## src/rtl/nnfd_pkg.sv

```systemverilog
// Shared types, constants and helpers of the nearest-neighbor frame downscaler.
package nnfd_pkg;

    localparam int DIM_BITS_DEFAULT = 11;
    localparam int REG_BITS = 11;
    localparam int PIX_BITS = 16;
    localparam int CFG_IDX_BITS = 2;
    localparam int FIFO_DEPTH = 4;
    localparam int FIFO_PTR_BITS = $clog2(FIFO_DEPTH);
    localparam int FIFO_CNT_BITS = $clog2(FIFO_DEPTH + 1);

    localparam logic [REG_BITS-1:0] RESET_WIDTH = 11'd160;
    localparam logic [REG_BITS-1:0] RESET_HEIGHT = 11'd120;

    typedef enum logic [CFG_IDX_BITS-1:0] {
        REG_SOURCE_WIDTH   = 2'd0,
        REG_SOURCE_HEIGHT  = 2'd1,
        REG_MAX_OUT_WIDTH  = 2'd2,
        REG_MAX_OUT_HEIGHT = 2'd3
    } cfg_reg_t;

    typedef struct packed {
        logic [PIX_BITS-1:0] pixel;
        logic                is_status;
        logic                frame_ok;
    } result_t;

    typedef struct packed {
        logic [1:0] count;
        result_t    first;
        result_t    second;
    } push_t;

    function automatic logic [REG_BITS-1:0] at_least_one(input logic [REG_BITS-1:0] v);
        return (v == '0) ? REG_BITS'(1) : v;
    endfunction

    function automatic logic [REG_BITS-1:0] min_dim(input logic [REG_BITS-1:0] a,
                                                    input logic [REG_BITS-1:0] b);
        return (a < b) ? a : b;
    endfunction

endpackage

```

## src/rtl/nnfd_result_fifo.sv

```systemverilog
// Four-entry result queue that takes up to two results per cycle and delivers one while not stalled.
module nnfd_result_fifo (
    input  logic              clk,
    input  logic              rst_n,
    input  nnfd_pkg::push_t   push,
    output logic              space_ok,
    output nnfd_pkg::result_t head,
    output logic              head_valid,
    input  logic              head_stall
);

    localparam int DEPTH = nnfd_pkg::FIFO_DEPTH;
    localparam int PTR_BITS = nnfd_pkg::FIFO_PTR_BITS;
    localparam int CNT_BITS = nnfd_pkg::FIFO_CNT_BITS;

    nnfd_pkg::result_t mem [DEPTH];

    logic [PTR_BITS-1:0] wr_ptr_reg;
    logic [PTR_BITS-1:0] wr_ptr_next;
    logic [PTR_BITS-1:0] wr_ptr_plus1;
    logic [PTR_BITS-1:0] rd_ptr_reg;
    logic [PTR_BITS-1:0] rd_ptr_next;
    logic [CNT_BITS-1:0] count_reg;
    logic [CNT_BITS-1:0] count_next;
    logic                pop;

    assign head_valid = (count_reg != '0);
    assign head = mem[rd_ptr_reg];
    assign pop = head_valid && !head_stall;
    assign space_ok = (count_reg <= CNT_BITS'(DEPTH - 2));

    always_comb
    begin
        wr_ptr_plus1 = wr_ptr_reg + PTR_BITS'(1);
        wr_ptr_next = wr_ptr_reg + PTR_BITS'(push.count);
        rd_ptr_next = rd_ptr_reg + PTR_BITS'(pop);
        count_next = count_reg + CNT_BITS'(push.count) - CNT_BITS'(pop);
    end

    always_ff @(posedge clk)
    begin
        if (push.count != 2'd0)
        begin
            mem[wr_ptr_reg] <= push.first;
        end
        if (push.count == 2'd2)
        begin
            mem[wr_ptr_plus1] <= push.second;
        end
    end

    always_ff @(posedge clk or negedge rst_n)
    begin
        if (!rst_n)
        begin
            wr_ptr_reg <= '0;
            rd_ptr_reg <= '0;
            count_reg <= '0;
        end
        else
        begin
            wr_ptr_reg <= wr_ptr_next;
            rd_ptr_reg <= rd_ptr_next;
            count_reg <= count_next;
        end
    end

    a_count_bound: assert property (@(posedge clk) disable iff (!rst_n)
        count_reg <= CNT_BITS'(DEPTH))
        else $error("result queue count out of range");

    a_no_overflow: assert property (@(posedge clk) disable iff (!rst_n)
        (push.count == 2'd2) |-> (count_reg <= CNT_BITS'(DEPTH - 2)))
        else $error("result queue written past its depth");

    a_head_kept: assert property (@(posedge clk) disable iff (!rst_n)
        (head_valid && head_stall) |=> (head_valid && $stable(head)))
        else $error("stalled result changed or was lost");

endmodule

```

## src/rtl/nearest_neighbor_frame_downscaler_unit.sv

```systemverilog
// Top level of the nearest-neighbor RGB565 frame downscaler with status output.
//
//   Channel   Signals                                      Direction
//   input     in_valid, in_stall, pixel_in, frame_end      source to block
//   output    out_valid, out_stall, pixel_out, is_status,  block to sink
//             frame_ok
//   config    cfg_write_en, cfg_index, cfg_data            host to block
//
// One input transaction is taken per unstalled cycle; its selection decision
// and counter updates settle in the same cycle and its zero, one or two
// results enter a four-entry queue, which delivers one result per cycle while
// out_stall is low; in_stall rises only while fewer than two entries are free.
// Reset clears all counters and sets sizes to 160x120 at once; no clearing pass.
module nearest_neighbor_frame_downscaler_unit #(
    parameter int DIM_BITS = nnfd_pkg::DIM_BITS_DEFAULT
) (
    input  logic                                 clk,
    input  logic                                 rst_n,
    input  logic                                 in_valid,
    output logic                                 in_stall,
    input  logic [nnfd_pkg::PIX_BITS-1:0]        pixel_in,
    input  logic                                 frame_end,
    output logic                                 out_valid,
    input  logic                                 out_stall,
    output logic [nnfd_pkg::PIX_BITS-1:0]        pixel_out,
    output logic                                 is_status,
    output logic                                 frame_ok,
    input  logic                                 cfg_write_en,
    input  logic [nnfd_pkg::CFG_IDX_BITS-1:0]    cfg_index,
    input  logic [nnfd_pkg::REG_BITS-1:0]        cfg_data
);

    localparam int REG_BITS = nnfd_pkg::REG_BITS;
    localparam int ACC_BITS = 2 * DIM_BITS;
    localparam int CMP_BITS = ((DIM_BITS > REG_BITS) ? DIM_BITS : REG_BITS) + 1;
    localparam int SUM_BITS = ((ACC_BITS > REG_BITS) ? ACC_BITS : REG_BITS) + 1;

    logic [REG_BITS-1:0] source_width_reg;
    logic [REG_BITS-1:0] source_height_reg;
    logic [REG_BITS-1:0] max_out_width_reg;
    logic [REG_BITS-1:0] max_out_height_reg;

    logic [DIM_BITS-1:0] src_col_count_reg, src_col_count_next;
    logic [DIM_BITS-1:0] src_row_count_reg, src_row_count_next;
    logic [DIM_BITS-1:0] out_col_count_reg, out_col_count_next;
    logic [DIM_BITS-1:0] out_row_count_reg, out_row_count_next;
    logic [ACC_BITS-1:0] col_step_acc_reg, col_step_acc_next;
    logic [ACC_BITS-1:0] row_step_acc_reg, row_step_acc_next;
    logic                frame_full_reg, frame_full_next;

    logic [REG_BITS-1:0] w;
    logic [REG_BITS-1:0] h;
    logic [REG_BITS-1:0] dw;
    logic [REG_BITS-1:0] dh;
    logic                row_sel;
    logic                col_sel;
    logic                line_end;
    logic                last_row;
    logic [SUM_BITS-1:0] col_acc_add;
    logic [SUM_BITS-1:0] row_acc_add;
    logic [ACC_BITS-1:0] col_acc_inc;
    logic [ACC_BITS-1:0] row_acc_inc;
    logic [ACC_BITS-1:0] col_acc_dec;
    logic [ACC_BITS-1:0] row_acc_dec;
    logic                accept;
    logic                pixel_hit;
    logic                status_hit;
    logic                space_ok;
    nnfd_pkg::push_t     push;
    nnfd_pkg::result_t   pixel_item;
    nnfd_pkg::result_t   status_item;
    nnfd_pkg::result_t   head;

    assign accept = in_valid && !in_stall;
    assign in_stall = !space_ok;

    always_ff @(posedge clk or negedge rst_n)
    begin
        if (!rst_n)
        begin
            source_width_reg <= nnfd_pkg::RESET_WIDTH;
            source_height_reg <= nnfd_pkg::RESET_HEIGHT;
            max_out_width_reg <= nnfd_pkg::RESET_WIDTH;
            max_out_height_reg <= nnfd_pkg::RESET_HEIGHT;
        end
        else if (cfg_write_en)
        begin
            unique case (nnfd_pkg::cfg_reg_t'(cfg_index))
                nnfd_pkg::REG_SOURCE_WIDTH:   source_width_reg <= cfg_data;
                nnfd_pkg::REG_SOURCE_HEIGHT:  source_height_reg <= cfg_data;
                nnfd_pkg::REG_MAX_OUT_WIDTH:  max_out_width_reg <= cfg_data;
                nnfd_pkg::REG_MAX_OUT_HEIGHT: max_out_height_reg <= cfg_data;
                default: ;
            endcase
        end
    end

    always_comb
    begin
        w = nnfd_pkg::at_least_one(source_width_reg);
        h = nnfd_pkg::at_least_one(source_height_reg);
        dw = nnfd_pkg::min_dim(w, nnfd_pkg::at_least_one(max_out_width_reg));
        dh = nnfd_pkg::min_dim(h, nnfd_pkg::at_least_one(max_out_height_reg));

        row_sel = (CMP_BITS'(out_row_count_reg) < CMP_BITS'(dh))
                  && (SUM_BITS'(row_step_acc_reg) < SUM_BITS'(dh));
        col_sel = (CMP_BITS'(out_col_count_reg) < CMP_BITS'(dw))
                  && (SUM_BITS'(col_step_acc_reg) < SUM_BITS'(dw));

        col_acc_add = SUM_BITS'(col_step_acc_reg) + SUM_BITS'(w);
        row_acc_add = SUM_BITS'(row_step_acc_reg) + SUM_BITS'(h);
        col_acc_inc = col_sel ? col_acc_add[ACC_BITS-1:0] : col_step_acc_reg;
        row_acc_inc = row_sel ? row_acc_add[ACC_BITS-1:0] : row_step_acc_reg;
        col_acc_dec = (col_acc_inc >= ACC_BITS'(dw)) ? (col_acc_inc - ACC_BITS'(dw)) : '0;
        row_acc_dec = (row_acc_inc >= ACC_BITS'(dh)) ? (row_acc_inc - ACC_BITS'(dh)) : '0;

        line_end = (CMP_BITS'(src_col_count_reg) + CMP_BITS'(1)) >= CMP_BITS'(w);
        last_row = (CMP_BITS'(src_row_count_reg) + CMP_BITS'(1)) >= CMP_BITS'(h);

        src_col_count_next = src_col_count_reg;
        src_row_count_next = src_row_count_reg;
        out_col_count_next = out_col_count_reg;
        out_row_count_next = out_row_count_reg;
        col_step_acc_next = col_step_acc_reg;
        row_step_acc_next = row_step_acc_reg;
        frame_full_next = frame_full_reg;

        if (accept && !frame_full_reg)
        begin
            if (line_end)
            begin
                src_col_count_next = '0;
                out_col_count_next = '0;
                col_step_acc_next = '0;
                if (row_sel)
                begin
                    out_row_count_next = out_row_count_reg + DIM_BITS'(1);
                end
                row_step_acc_next = row_acc_dec;
                if (last_row)
                begin
                    frame_full_next = 1'b1;
                end
                else
                begin
                    src_row_count_next = src_row_count_reg + DIM_BITS'(1);
                end
            end
            else
            begin
                src_col_count_next = src_col_count_reg + DIM_BITS'(1);
                out_col_count_next = col_sel ? (out_col_count_reg + DIM_BITS'(1))
                                             : out_col_count_reg;
                col_step_acc_next = col_acc_dec;
            end
        end

        pixel_hit = accept && !frame_full_reg && row_sel && col_sel;
        status_hit = accept && frame_end;

        pixel_item.pixel = pixel_in;
        pixel_item.is_status = 1'b0;
        pixel_item.frame_ok = 1'b0;
        status_item.pixel = '0;
        status_item.is_status = 1'b1;
        status_item.frame_ok = frame_full_next;

        push.count = 2'(pixel_hit) + 2'(status_hit);
        push.first = pixel_hit ? pixel_item : status_item;
        push.second = status_item;

        if (status_hit)
        begin
            src_col_count_next = '0;
            src_row_count_next = '0;
            out_col_count_next = '0;
            out_row_count_next = '0;
            col_step_acc_next = '0;
            row_step_acc_next = '0;
            frame_full_next = 1'b0;
        end
    end

    always_ff @(posedge clk or negedge rst_n)
    begin
        if (!rst_n)
        begin
            src_col_count_reg <= '0;
            src_row_count_reg <= '0;
            out_col_count_reg <= '0;
            out_row_count_reg <= '0;
            col_step_acc_reg <= '0;
            row_step_acc_reg <= '0;
            frame_full_reg <= 1'b0;
        end
        else
        begin
            src_col_count_reg <= src_col_count_next;
            src_row_count_reg <= src_row_count_next;
            out_col_count_reg <= out_col_count_next;
            out_row_count_reg <= out_row_count_next;
            col_step_acc_reg <= col_step_acc_next;
            row_step_acc_reg <= row_step_acc_next;
            frame_full_reg <= frame_full_next;
        end
    end

    nnfd_result_fifo u_result_fifo (
        .clk        (clk),
        .rst_n      (rst_n),
        .push       (push),
        .space_ok   (space_ok),
        .head       (head),
        .head_valid (out_valid),
        .head_stall (out_stall)
    );

    assign pixel_out = head.pixel;
    assign is_status = head.is_status;
    assign frame_ok = head.frame_ok;

    a_full_frame_silent: assert property (@(posedge clk) disable iff (!rst_n)
        (accept && frame_full_reg && !frame_end) |-> (push.count == 2'd0))
        else $error("pixel passed after the frame was complete");

    a_restart_on_end: assert property (@(posedge clk) disable iff (!rst_n)
        (accept && frame_end) |=> (src_col_count_reg == '0 && src_row_count_reg == '0
                                   && !frame_full_reg))
        else $error("counters not restarted after frame end");

    a_status_zero_pixel: assert property (@(posedge clk) disable iff (!rst_n)
        (out_valid && is_status) |-> (pixel_out == '0))
        else $error("status transaction carries a nonzero pixel");

endmodule
```

## config.mk

```make
export PLATFORM = sky130hd
export DESIGN_NAME = nearest_neighbor_frame_downscaler_unit
export DESIGN_NICKNAME = d
export VERILOG_FILES = /design/src/rtl/nnfd_pkg.sv /design/src/rtl/nnfd_result_fifo.sv /design/src/rtl/nearest_neighbor_frame_downscaler_unit.sv
export SDC_FILE = /design/constraint.sdc
export NUM_CORES = 1
export LEC_CHECK = 0
export ABC_AREA = 1
export CAP_MARGIN = 20
export CORE_MARGIN = 5
export CORE_UTILIZATION = 50
export DETAILED_ROUTE_END_ITERATION = 10
export DONT_BUFFER_PORTS = 1
export GPL_ROUTABILITY_DRIVEN = 0
export HOLD_SLACK_MARGIN = 0.1
export PLACE_DENSITY = 0.65
export SYNTH_ARGS = -nofsm -noshare
export SYNTH_HDL_FRONTEND = slang
export SYNTH_HIERARCHICAL = 1
export SYNTH_SLANG_ARGS = --single-unit
```

## constraint.sdc

```tcl
create_clock -name clk -period 5.5 [get_ports clk]
set_input_delay 1.1 -clock clk [delete_from_list [all_inputs] [get_ports clk]]
set_output_delay 1.1 -clock clk [all_outputs]
set_load 0.03 [all_outputs]
```

; ---- After elaboration in Yosys (flattened, before gate mapping)
; Memory sizes are Yosys's and may differ from the RTL's.
; Index checks and enable logic that the tools add are counted.
[word_totals]
register_bits = 140
mem_bits_rw = 72
in_bits = 35
output_inout_bits = 20
elab_cells = 117
memories = 1
[op_classes]
add_sub_neg = 16
n_lt_le_gt_ge = 11
eq_ne = 5
muxes = 40
n_reduce_logical = 30
[mem_list]
columns = memory, depth, width, rd, rd_ports_with_merged_regs, write_ports, line_no
row1 = u_result_fifo.mem, 4, 18, 1, 0, 2, nnfd_result_fifo.sv:16  ; nnfd_pkg::result_t mem [DEPTH];
[op_table]
columns = op, n
row1 = 11-bit 2-to-1 mux, 21
row2 = 22-bit 2-to-1 mux, 10
row3 = 11-bit by 1-bit adder with 11-bit output (second input constant), 4
row4 = 22-bit by 11-bit adder with 22-bit output, 2
row5 = 22-bit by 11-bit greater-or-equal comparator with 1-bit output, 2
row6 = 11-bit logical NOT, 4
row7 = 11-bit less-than comparator, 4
row8 = 22-bit by 11-bit less-than comparator with 1-bit output, 2
row9 = 22-bit by 11-bit subtractor with 22-bit output, 2
row10 = 11-bit by 1-bit adder with 12-bit output (second input constant), 2
row11 = 12-bit by 11-bit greater-or-equal comparator with 1-bit output, 2
row12 = 18-bit 2-to-1 mux, 1
row13 = 2-bit AND reduction, 6
row14 = 1-bit logical AND, 8
row15 = 1-bit 2-to-1 mux, 8
row16 = 2-bit nonzero test, 4
row17 = 2-bit == test (second input constant), 3
row18 = 3-bit AND reduction, 2
row19 = 3-bit nonzero test, 2
row20 = 3-bit by 2-bit adder with 3-bit output, 1
row21 = 3-bit by 2-bit less-or-equal comparator with 1-bit output (second input constant), 1
row22 = 1-bit logical NOT, 3
row23 = 3-bit by 1-bit subtractor with 3-bit output, 1
row24 = 1-bit by 1-bit adder with 2-bit output, 1
row25 = other kinds (6), 6

; ---- Longest topological paths before layout
; Gate-level depths: netlist of run 1.
[depth]
ltp_word = 12
ltp_mapped = 48
ltp_nobuf = 46

; ---- Hierarchy
; The synthesis of run 1 kept the hierarchy.
[by_module_without_submodules]
columns = module, instances, cells_per_inst, area_per_inst_um2, seq_area_each_um2
row1 = nearest_neighbor_frame_downscaler_unit, 1, 1537, 10931.7, 3343.2
row2 = nnfd_result_fifo, 1, 424, 4190.3, 2337.2

; ---- Worst setup path before layout of run 1
; OpenSTA, ideal clock, no wires.
[synth_path]
path_type = flip-flop to flip-flop
from = reg max_out_height_reg[6]
to = reg row_step_acc_reg[6]
setup_time_ps = 83
arrival_ps = 5582
required_ps = 5417
path_slack_ps = -165
path_stages_with_launch = 37
path_buffers = 3
period_less_slack_ps = 5665
cell_sequence = dfstp_2 inv_1 ha_1 nand2_1 o21a_1 o221a_2 nand2_1 clkbuf_1 nand2_1 o21ai_0 ha_1 a211oi_1 nand3_1 a221oi_1 o21ai_0 a21oi_1 nand2_1 clkbuf_1 nand2_1 o21ai_0 ha_1 fa_1 o21ai_0 nand3_1 nand2_1 a221o_1 nand3_1 nand2_1 nand2_1 nand2_1 inv_1 nand4_1 nor2_1 nand3_1 nand2_1 buf_2 o21ai_0
[synth_between]
elab_chain_cells = 12
elab_cells_between_ends = 14
cone_classes = add/sub: 1 / order compare: 4 / mux: 7 / reduce/logical: 2
[synth_rtl]
columns = item, line_no
row1 = "start, declared", nearest_neighbor_frame_downscaler_unit.sv:41  ; logic [REG_BITS-1:0] max_out_height_reg;
row2 = "start signal, assigned", nearest_neighbor_frame_downscaler_unit.sv:84  ; max_out_height_reg <= nnfd_pkg::RESET_HEIGHT;
row3 = "start signal, assigned", nearest_neighbor_frame_downscaler_unit.sv:92  ; nnfd_pkg::REG_MAX_OUT_HEIGHT: max_out_height_reg <= cfg_data;
row4 = 11-bit logical NOT, nnfd_pkg.sv:35  ; return (v == '0) ? REG_BITS'(1) : v;
row5 = 11-bit 2-to-1 mux (*), nnfd_pkg.sv:35
row6 = 11-bit less-than comparator, nnfd_pkg.sv:40  ; return (a < b) ? a : b;
row7 = 11-bit 2-to-1 mux (*), nnfd_pkg.sv:40
row8 = 22-bit by 11-bit less-than comparator with 1-bit output or 11-bit less-than comparator (tied branches), "nearest_neighbor_frame_downscaler_unit.sv:106, nearest_neighbor_frame_downscaler_unit.sv:105"
row9 = 1-bit logical AND, nearest_neighbor_frame_downscaler_unit.sv:106  ; && (SUM_BITS'(row_step_acc_reg) < SUM_BITS'(dh));
row10 = 22-bit 2-to-1 mux, nearest_neighbor_frame_downscaler_unit.sv:113  ; row_acc_inc = row_sel ? row_acc_add[ACC_BITS-1:0] : row_step_acc_reg;
row11 = 22-bit by 11-bit subtractor with 22-bit output or 22-bit by 11-bit greater-or-equal comparator with 1-bit output (tied branches), nearest_neighbor_frame_downscaler_unit.sv:115  ; row_acc_dec = (row_acc_inc >= ACC_BITS'(dh)) ? (row_acc_inc - ACC_BITS'(dh)) : '0;
row12 = 22-bit 2-to-1 mux (*), nearest_neighbor_frame_downscaler_unit.sv:115
row13 = 22-bit 2-to-1 mux (*), nearest_neighbor_frame_downscaler_unit.sv:130  ; if (line_end)
row14 = 22-bit 2-to-1 mux (*), nearest_neighbor_frame_downscaler_unit.sv:128  ; if (accept && !frame_full_reg)
row15 = 22-bit 2-to-1 mux (*), nearest_neighbor_frame_downscaler_unit.sv:172  ; if (status_hit)
row16 = "end signal, assigned", nearest_neighbor_frame_downscaler_unit.sv:203  ; row_step_acc_reg <= row_step_acc_next;
row17 = "end, declared", nearest_neighbor_frame_downscaler_unit.sv:48  ; logic [ACC_BITS-1:0] row_step_acc_reg, row_step_acc_next;
; Every way passes the cells marked *; elsewhere a longest branch is shown, timed or not. The select of a mux whose other input is x is not followed.
; A chain may end at the register's enable or synchronous reset.

; ---- Worst setup path in the final report of run 1
[layout_path]
from = reg max_out_height_reg[4]
to = reg row_step_acc_reg[1]
; Same word-level chain as after synthesis.

==> results of run 1 <==
## synth_stat cells, types with 10 or more instances
master                     count
sky130_fd_sc_hd__inv_2        12
sky130_fd_sc_hd__o21ai_1      42
sky130_fd_sc_hd__o31ai_1      10
sky130_fd_sc_hd__a21oi_1      74
sky130_fd_sc_hd__dfstp_2      12
sky130_fd_sc_hd__nor2_1      182
sky130_fd_sc_hd__clkbuf_1     47
sky130_fd_sc_hd__dfrtp_1     128
sky130_fd_sc_hd__buf_2        10
sky130_fd_sc_hd__edfxtp_1     72
sky130_fd_sc_hd__nand2_2      17
sky130_fd_sc_hd__nand2_1     462
sky130_fd_sc_hd__ha_1        130
sky130_fd_sc_hd__nand4_1      23
sky130_fd_sc_hd__o21ai_0     186
sky130_fd_sc_hd__o22ai_1      11
sky130_fd_sc_hd__xnor2_1      17
sky130_fd_sc_hd__o21ai_2      48
sky130_fd_sc_hd__nor3_1       28
sky130_fd_sc_hd__inv_1       235
sky130_fd_sc_hd__buf_6        14
sky130_fd_sc_hd__nand3_1      85
sky130_fd_sc_hd__xor2_1       35
## layout make-up
class | instances | area, µm² | share of cell area
Clock buffer | 30 | 654 | 0.0357
Multi-Input combinational cell | 1451 | 8980 | 0.490
Tap cell | 390 | 488 | 0.0266
Timing Repair Buffer | 170 | 1380 | 0.0753
Antenna cell | 1 | 2.50 | 0.000137
Inverter | 247 | 927 | 0.0506
Clock inverter | 16 | 219 | 0.0119
Sequential cell | 212 | 5680 | 0.310
## power by group through the flow
stage          clock network [µW]  logic (µW)  registers, µW
2_1_floorplan                   0        3780           2260
3_3_place_gp                    0        5170           2370
3_5_place_dp                    0        5270           2380
4_1_cts                      1820        5490           2360
5_1_grt                      1880        7070           2420
6_report                     1770        6300           2370
## metrics by stage
step / total power [µW] / hold slack (ps)
floorplan: 6040 / 446
global placement: 7540 / 466
detailed placement: 7650 / 475
CTS: 9660 / 243
global route: 11400 / 240
finish: 10500 / 270
## logic make-up after synthesis
group                    after synthesis  synth area share
AO/OA/AOI/OAI                        408             0.157
adder cells (fa/ha/maj)              135             0.114
buffers and inverters                320            0.0875
other                                  2          0.000497
AND/OR/NAND/NOR                      832             0.235
flip-flops                           212             0.376
XOR/XNOR                              52            0.0301
## routing by layer
layer,global-route usage,vias to the layer above,part of all wire
li1,-,6777,-
met1,0.307,6336,0.45
met2,0.378,273,0.49
met3,0.0239,56,0.042
met4,0.0473,0,0.020
met5,0,-,0
## path summary, 6_finish.rpt
path                                                        start                                 to  slack [ps]  depth (start not counted)
worst max-delay path            max_out_height_reg[4]$_DFFE_PN1P_    row_step_acc_reg[1]$_DFFE_PN0P_        -110                         37
worst min-delay path                                        rst_n    col_step_acc_reg[6]$_DFFE_PN0P_         270                          0
worst max register to register  max_out_height_reg[4]$_DFFE_PN1P_    row_step_acc_reg[1]$_DFFE_PN0P_        -110                         37
worst min register to register  max_out_width_reg[10]$_DFFE_PN0P_  max_out_width_reg[10]$_DFFE_PN0P_         490                          2
max in group asynchronous                                   rst_n  max_out_height_reg[6]$_DFFE_PN1P_        4940                          0
min in group clk                max_out_width_reg[10]$_DFFE_PN0P_  max_out_width_reg[10]$_DFFE_PN0P_         490                          2
## what timing repair did
item	4_1_cts	5_1_grt
pin swaps	10	90
gates resized for setup	40	166
gates cloned	4	3
buffers inserted	10	28
setup endpoints to repair	98	62
==> flow_metrics.py, run 1 <==
metrics = {
    "status": {
        "result_of_the_run": "finished with violations",
        "failed_checks": "setup timing",
    },
    "final_layout": {
        "largest_register_ff_count": 72,
        "nets": 2277,
        "final_layout_size_suffix_gt1_frac": 0.215,
        "final_cells": 2517,
        "final_cell_mix": "sky130_fd_sc_hd__nand2_1, sky130_fd_sc_hd__inv_1, sky130_fd_sc_hd__nor2_1",
        "postLayoutCellArea_um2": 18300,
        "final_common_cell": "sky130_fd_sc_hd__nand2_1",
        "fillers": 2573,
        "core_util_final": 0.617,
        "area_delta_synth_final_pct": 21.2,
    },
    "timing": {
        "fmaxAchievable_ghz": 0.178,
        "timing.slew.headroom": 0.280,
        "fin_setup_tns_ps": -1720,
        "setup_slack_ps": -106,
        "timing.final.crit_share": 1.02,
        "final-hold-violation-count": 0,
        "report.final.slew_viol_count": 0,
        "finalCriticalPeriod_ps": 5610,
        "worst_pin_slew_ps": 1070,
        "fin_worst_skew_ps": 9.56,
        "setup_violations": 21,
        "rsz0062_at_grt": "yes",
    },
    "detailed_routing": {
        "drt_first_iter_violations": 771,
        "dr_total_vias": 13400,
        "drc": 0,
        "ant_nets": 0,
        "routedWlPerCell_um": 15.3,
        "drt-pass1-iter-count": 5,
        "vias_per_cell": 5.34,
        "wl_mm": 38.6,
    },
    "critical_path": {
        "type_of_element_capturing_the_critical_path": "flop",
        "path_max_fanout": 8,
        "worst_ep_required_time_ps": 5910,
        "worst_path_dominant_cell_family": "simple AND/OR/NAND/NOR gates",
        "critPathLaunchType": "flop",
        "timing_worst_setup_path_type": "reg -> reg",
        "critPathMostFrequentCell": "sky130_fd_sc_hd__nand2_2",
        "arrival_ps": 6010,
        "cp_bufs_invs": 5,
        "cp_slowest_stage_delay_ps": 540,
        "critical-path-slowest-cell": "sky130_fd_sc_hd__dfstp_2",
    },
    "cts": {
        "htreeDepth": 1,
        "cts.root.buffer_cell": "sky130_fd_sc_hd__clkbuf_16",
        "insertion_delay_ps": 530,
        "number_of_hold_repair_buffers_added_at_the_cts_stage": 0,
        "cts_inserted_buffers": 25,
        "cts-root-to-sink-buffers": 3,
        "clock-sinks": 212,
        "cts.clk_slew.worst_paths_ps": 60,
        "tritoncts": "done",
    },
    "floorplanning": {
        "io-pin-count": 55,
        "start_util": 0.509,
        "floorplan.die.width_um": 184,
        "fp.dieArea_um2": 33800,
        "core.rowCount": 63,
        "fp.dieH_um": 184,
        "coreArea_um2": 29700,
    },
    "grt": {
        "grt_antenna_before_repair": 1,
        "globalRouteOverflowTotal": 0,
        "grt_pass1_wl_mm": 62.9,
        "maximum_number_of_pins_on_one_net_before_global_route_repair": 141,
        "track_usage": 0.221,
        "vias_in_the_first_global_route": 12800,
    },
    "power_and_ir_drop": {
        "leakagePower_uw": 0.00877,
        "seq_power_share": 0.227,
        "pwr_density_cell_nw_per_um2": 570,
        "power.net_switching_uw": 4770,
        "comb_power_share": 0.603,
        "worst_ir_drop_vdd_v": 0.000431,
        "clock_power_share": 0.170,
        "power_report.internal_total_uw": 5690,
        "power.share.switching": 0.456,
    },
    "synth": {
        "post_synth_top_area_share": 0.212,
        "count_of_different_cell_masters_after_synthesis": 57,
        "synth_async_sr_flop_share": 0.660,
        "synth-seq-cells": 212,
        "syn_area_per_cell_um2": 7.71,
        "synth_edf_count": 72,
        "synth.yosys.seq_area_share": 0.376,
        "netlist_top_cells_area": "sky130_fd_sc_hd__dfrtp_1, sky130_fd_sc_hd__edfxtp_1, sky130_fd_sc_hd__nand2_1",
        "synthFlopType": "sky130_fd_sc_hd__dfrtp_1",
        "synthesis.area_um2": 15100,
        "synthesis.instances": 1961,
        "synthDominantAreaCellType": "sky130_fd_sc_hd__dfrtp_1",
        "synth.yosys.warnings": 6,
    },
    "place": {
        "hpwlAfterDp_mm": 26.7,
        "dp_cells": 2425,
        "detailedPlace.worstSlack_ps": -452,
        "placement.cell_area_um2": 16300,
        "numPortBuffers": 0,
    },
    "min_path": {
        "hp-class": "in -> async",
    },
    "flow_run": {
        "timing.max_cap.violations": 0,
    },
}
Note: power is estimated with default switching activity, not from simulation.
==> inputs of run 2 (changes only) <==
--- a/config.mk
+++ b/config.mk
@@ -13,7 +13,7 @@
 export DONT_BUFFER_PORTS = 1
 export GPL_ROUTABILITY_DRIVEN = 0
 export HOLD_SLACK_MARGIN = 0.1
-export PLACE_DENSITY = 0.65
+export PLACE_DENSITY = 0.62
 export SYNTH_ARGS = -nofsm -noshare
 export SYNTH_HDL_FRONTEND = slang
 export SYNTH_HIERARCHICAL = 1
==> constraint.sdc (replaced) <==
create_clock -name clk -period 6.8 [get_ports clk]
set_input_delay 1.36 -clock clk [delete_from_list [all_inputs] [get_ports clk]]
set_output_delay 1.36 -clock clk [all_outputs]
set_load 0.03 [all_outputs]
==> flow_metrics.py, run 2 (synthesized netlist as in run 1, its figures left out) <==
metrics = {
    "grt": {
        "grt_use_met3": 0.0265,
        "globalRouteMet1Util": 0.310,
        "vias_in_the_first_global_route": 12200,
        "maximum_number_of_pins_on_one_net_before_global_route_repair": 141,
        "met2_usage_grt": 0.358,
        "track_usage": 0.217,
        "grt_pass1_wl_mm": 61.3,
        "grt_antenna_before_repair": 1,
        "globalRouteOverflowTotal": 0,
        "busiest_layer": "met2",
    },
    "timing": {
        "holdWs_ps": 488,
        "setup_violations": 0,
        "fin_setup_tns_ps": 0,
        "rsz0062_at_grt": "no",
        "fmaxAchievable_ghz": 0.163,
        "finalCriticalPeriod_ps": 6130,
        "setup_slack_ps": 672,
        "fin_worst_skew_ps": 9.37,
        "report.final.slew_viol_count": 0,
        "worst_pin_slew_ps": 1130,
        "timing.slew.headroom": 0.239,
        "timing.final.crit_share": 0.901,
        "final-hold-violation-count": 0,
    },
    "final_layout": {
        "ff_latch_area_um2": 5680,
        "area_delta_synth_final_pct": 8.70,
        "final_layout_size_suffix_gt1_frac": 0.0943,
        "fillers": 2783,
        "nets": 2125,
        "postLayoutCellArea_um2": 16400,
        "final_common_cell": "sky130_fd_sc_hd__nand2_1",
        "multi_input_area_um2": 8240,
        "largest_register_ff_count": 72,
        "final_cell_mix": "sky130_fd_sc_hd__nand2_1, sky130_fd_sc_hd__inv_1, sky130_fd_sc_hd__nor2_1",
    },
    "detailed_routing": {
        "routedWlPerCell_um": 15.3,
        "wl_mm": 36.1,
        "ant_nets": 0,
        "drt-pass1-iter-count": 5,
        "vias_per_cell": 5.32,
        "drc": 0,
        "drt_first_iter_violations": 902,
        "dr_total_vias": 12600,
    },
    "cts": {
        "cts.root.buffer_cell": "sky130_fd_sc_hd__clkbuf_16",
        "number_of_hold_repair_buffers_added_at_the_cts_stage": 0,
        "cts_inserted_buffers": 26,
        "cts-root-to-sink-buffers": 3,
        "insertion_delay_ps": 530,
        "htreeDepth": 1,
        "clock-sinks": 212,
        "cts.clk_slew.worst_paths_ps": 60,
        "tritoncts": "done",
    },
    "place": {
        "numPortBuffers": 0,
        "placement.cell_area_um2": 15500,
        "detailedPlace.worstSlack_ps": 336,
        "hpwlAfterDp_mm": 26.2,
    },
    "floorplanning": {
        "fp.dieArea_um2": 33800,
        "io-pin-count": 55,
        "core.rowCount": 63,
        "floorplan.die.width_um": 184,
        "start_util": 0.509,
        "coreArea_um2": 29700,
        "fp.dieH_um": 184,
    },
    "min_path": {
        "hp-class": "reg -> reg",
    },
    "power_and_ir_drop": {
        "pwr_density_cell_nw_per_um2": 440,
        "leakagePower_uw": 0.00792,
        "worst_ir_drop_vdd_v": 0.000279,
    },
    "critical_path": {
        "critical-path-slowest-cell": "sky130_fd_sc_hd__dfstp_2",
        "timing_worst_setup_path_type": "reg -> reg",
        "worst_ep_required_time_ps": 7250,
        "arrival_ps": 6580,
        "critPathLaunchType": "flop",
        "cp_slowest_stage_delay_ps": 540,
        "critPathMostFrequentCell": "sky130_fd_sc_hd__nand2_1",
        "type_of_element_capturing_the_critical_path": "flop",
        "path_max_fanout": 13,
    },
    "status": {
        "result_of_the_run": "completed",
    },
    "flow_run": {
        "timing.max_cap.violations": 0,
    },
}
-- run 2: cell count changes in the layout (fill, tap and decap cells not counted), moves of 22 or more --
cell and change:
sky130_fd_sc_hd__nand2_1 +26, sky130_fd_sc_hd__buf_4 -132, sky130_fd_sc_hd__nand2_2 -22, sky130_fd_sc_hd__o21ai_2 -28, sky130_fd_sc_hd__o21ai_0 +41
-- run 2: worst max-delay path: cells and delay by family, from the launching register on --
| kind | cells | cell delay, ps |
|---|---|---|
| adders and majority gates | 4 | 1210 |
| buffers and inverters | 4 | 440 |
| AOI/OAI and AO/OA | 11 | 2170 |
| and+or+nand+nor | 16 | 1670 |
| DFF | 1 | 540 |
-- run 2: where the power goes --
group          leakage, µW  switching (µW)  internal, µW
Clock             0.000440             554           903
Combinational      0.00501            2500          1350
Sequential         0.00246             323          1610
-- run 2: metal layers --
layer / routed length [µm] / vias to the layer above
met5: 0 / -
met4: 729 / 0
met3: 1540 / 52
met2: 16100 / 233
met1: 17700 / 5827
li1: - / 6455
-- run 2: final cells by class --
| cell class | instances | share of cell area |
|---|---|---|
| diodes | 1 | 0.000152 |
| clock buffers | 31 | 0.0413 |
| clock inverters | 15 | 0.0135 |
| inverters | 247 | 0.0564 |
| multi-input cells | 1444 | 0.501 |
| flip-flops and latches | 212 | 0.346 |
| well taps | 390 | 0.0297 |
| repair buffers | 24 | 0.0119 |
-- run 2: path summary, 6_finish.rpt --
kind	startpoint	to	slack [ps]	cells after the start
setup / recovery	max_out_height_reg[6]$_DFFE_PN1P_	row_step_acc_reg[15]$_DFFE_PN0P_	670	35
setup reg to reg	max_out_height_reg[6]$_DFFE_PN1P_	row_step_acc_reg[15]$_DFFE_PN0P_	670	35
max in group asynchronous	rst_n	max_out_height_reg[3]$_DFFE_PN1P_	5960	0
hold reg to reg	max_out_width_reg[9]$_DFFE_PN0P_	max_out_width_reg[9]$_DFFE_PN0P_	490	2
min in group asynchronous	rst_n	col_step_acc_reg[17]$_DFFE_PN0P_	530	0
hold / removal	max_out_width_reg[9]$_DFFE_PN0P_	max_out_width_reg[9]$_DFFE_PN0P_	490	2
-- run 2: what timing repair did --
action,CTS,global route
gates resized for setup,0,13
setup buffers,0,0
endpoints found under the setup margin,0,40
-- run 2: stage by stage --
stage	cells	util	total power [µW]
final	2364	0.553	7240
after global placement	2315	0.521	5710
after global routing	2364	0.553	7960
after detailed placement	2316	0.521	5770
after floorplan	1976	-	4880
after CTS	2362	0.552	7260
==> inputs of run 3 (changes only) <==
--- a/config.mk
+++ b/config.mk
@@ -9,6 +9,7 @@
 export CAP_MARGIN = 20
 export CORE_MARGIN = 5
 export CORE_UTILIZATION = 50
+export CTS_BUF_LIST = sky130_fd_sc_hd__clkbuf_4 sky130_fd_sc_hd__clkbuf_8 sky130_fd_sc_hd__clkbuf_16
 export DETAILED_ROUTE_END_ITERATION = 10
 export DONT_BUFFER_PORTS = 1
 export GPL_ROUTABILITY_DRIVEN = 0
==> flow_metrics.py, run 3 (synthesized netlist as in run 1, its figures left out) <==
metrics = {
    "power_and_ir_drop": {
        "clock_power_share": 0.203,
        "seq_power_share": 0.267,
        "power.net_switching_uw": 3370,
        "worst_ir_drop_vdd_v": 0.000279,
        "pwr_density_cell_nw_per_um2": 441,
        "comb_power_share": 0.531,
        "power.share.switching": 0.465,
        "leakagePower_uw": 0.00793,
        "power_report.internal_total_uw": 3880,
    },
    "timing": {
        "report.final.slew_viol_count": 0,
        "rsz0062_at_grt": "no",
        "timing.slew.headroom": 0.239,
        "timing.final.crit_share": 0.907,
        "fmaxAchievable_ghz": 0.162,
        "final-hold-violation-count": 0,
        "fin_setup_tns_ps": 0,
        "worst_pin_slew_ps": 1130,
        "setup_violations": 0,
        "fin_worst_skew_ps": 9.73,
        "setup_slack_ps": 633,
        "finalCriticalPeriod_ps": 6170,
    },
    "critical_path": {
        "worstReg2RegStart": "max_out_height_reg[6]$_DFFE_PN1P_",
        "cp_slowest_stage_delay_ps": 540,
        "path_max_fanout": 13,
        "critPathLaunchType": "flop",
        "worst_ep_required_time_ps": 7250,
        "critPathMostFrequentCell": "sky130_fd_sc_hd__nand2_1",
        "ff2ff_path_depth": 35,
        "timing_worst_setup_path_type": "reg -> reg",
        "type_of_element_capturing_the_critical_path": "flop",
        "critical-path-slowest-cell": "sky130_fd_sc_hd__dfstp_2",
        "r2r_setup_slack_ps": 630,
        "worstReg2RegEnd": "row_step_acc_reg[15]$_DFFE_PN0P_",
        "arrival_ps": 6610,
    },
    "floorplanning": {
        "fp.dieH_um": 184,
        "start_util": 0.509,
        "fp.dieArea_um2": 33800,
        "floorplan.die.width_um": 184,
        "coreArea_um2": 29700,
        "io-pin-count": 55,
        "core.rowCount": 63,
    },
    "grt": {
        "vias_in_the_first_global_route": 12200,
        "globalRouteOverflowTotal": 0,
        "track_usage": 0.217,
        "grt_pass1_wl_mm": 61.4,
        "grt_antenna_before_repair": 1,
        "maximum_number_of_pins_on_one_net_before_global_route_repair": 141,
    },
    "final_layout": {
        "multi_input_area_um2": 8240,
        "nets": 2125,
        "final_common_cell": "sky130_fd_sc_hd__nand2_1",
        "postLayoutCellArea_um2": 16500,
        "final_cell_mix": "sky130_fd_sc_hd__nand2_1, sky130_fd_sc_hd__inv_1, sky130_fd_sc_hd__nor2_1",
        "area_delta_synth_final_pct": 8.80,
        "final_cells": 2364,
        "final_layout_size_suffix_gt1_frac": 0.0963,
        "fillers": 2781,
        "largest_register_ff_count": 72,
        "ff_latch_area_um2": 5680,
    },
    "detailed_routing": {
        "drc": 0,
        "vias_per_cell": 5.31,
        "wl_mm": 36.1,
        "drt-pass1-iter-count": 5,
        "ant_nets": 0,
        "drt_first_iter_violations": 953,
        "dr_total_vias": 12600,
        "routedWlPerCell_um": 15.3,
    },
    "cts": {
        "cts.clk_slew.worst_paths_ps": 60,
        "clock-sinks": 212,
        "htreeDepth": 1,
        "tritoncts": "done",
        "insertion_delay_ps": 530,
        "cts_inserted_buffers": 26,
        "cts-root-to-sink-buffers": 3,
        "cts.root.buffer_cell": "sky130_fd_sc_hd__clkbuf_16",
        "postCtsSetupBuffers": 0,
    },
    "flow_run": {
        "timing.max_cap.violations": 0,
    },
    "min_path": {
        "hold_path_depth": 2,
        "hp-class": "reg -> reg",
        "hold_path_startpoint": "max_out_width_reg[9]$_DFFE_PN0P_",
        "min_delay_worst_endpoint": "max_out_width_reg[9]$_DFFE_PN0P_",
    },
    "place": {
        "placement.cell_area_um2": 15500,
        "dp_cells": 2316,
        "detailedPlace.worstSlack_ps": 336,
        "numPortBuffers": 0,
        "hpwlAfterDp_mm": 26.2,
    },
    "status": {
        "result_of_the_run": "completed",
    },
}
-- run 3: cell types whose count changed in the layout (fill, tap and decap cells not counted) --
cell,delta
sky130_fd_sc_hd__clkbuf_1,-4
sky130_fd_sc_hd__clkbuf_4,+4
-- run 3: worst max-delay path by stage --
stage                                            from                                to  cells past startpoint  slack, ps
detailed placement   max_out_width_reg[5]$_DFFE_PN1P_  col_step_acc_reg[19]$_DFFE_PN0P_                     41        340
floorplan           max_out_height_reg[6]$_DFFE_PN1P_   row_step_acc_reg[6]$_DFFE_PN0P_                     36       1140
global placement     max_out_width_reg[5]$_DFFE_PN1P_  col_step_acc_reg[19]$_DFFE_PN0P_                     41        400
finish              max_out_height_reg[6]$_DFFE_PN1P_  row_step_acc_reg[15]$_DFFE_PN0P_                     35        630
global route         max_out_width_reg[5]$_DFFE_PN1P_  col_step_acc_reg[19]$_DFFE_PN0P_                     42         70
CTS                  max_out_width_reg[5]$_DFFE_PN1P_  col_step_acc_reg[19]$_DFFE_PN0P_                     41        300
-- run 3: cell type report --
cell class	instances	area share
clock inverters	15	0.0135
multi-input cells	1444	0.501
repair buffers	24	0.0119
clock buffers	31	0.0422
flip-flops and latches	212	0.345
well taps	390	0.0297
inverters	247	0.0563
diodes	1	0.000152
-- run 3: timing repair --
item / in CTS / in global routing
gates resized for setup: 0 / 13
setup endpoints to repair: 0 / 40
hold buffers: 0 / 0
-- run 3: per-layer routing --
| layer | GRT usage | wire, µm | vias up |
|---|---|---|---|
| met5 | 0 | 0 | - |
| met4 | 0.0473 | 721 | 0 |
| met3 | 0.0265 | 1580 | 52 |
| met2 | 0.358 | 16100 | 239 |
| met1 | 0.310 | 17700 | 5812 |
| li1 | - | - | 6458 |
-- run 3: power by group through the flow --
stage                     Sequential (µW)  Combinational, µW  Clock, µW
after detailed placement             1950               3830          0
after global routing                 1970               4450       1550
after floorplan                      1830               3050          0
final                                1930               3850       1470
after CTS                            1930               3850       1510
after global placement               1950               3760          0
-- run 3: per-stage QoR --
stage	hold slack (ps)	utilization	total power [µW]
5_1_grt	501	0.554	7970
4_1_cts	488	0.552	7280
3_3_place_gp	470	0.521	5710
6_report	489	0.554	7250
3_5_place_dp	473	0.521	5770
2_1_floorplan	446	-	4880
-- run 3: worst max-delay path: cells and delay by family (launching register included) --
family / cells / cell delay (ps)
AO/OA/AOI/OAI: 11 / 2190
AND/OR/NAND/NOR: 16 / 1680
adder cells (fa/ha/maj): 4 / 1200
flip-flops: 1 / 540
buffers and inverters: 4 / 460
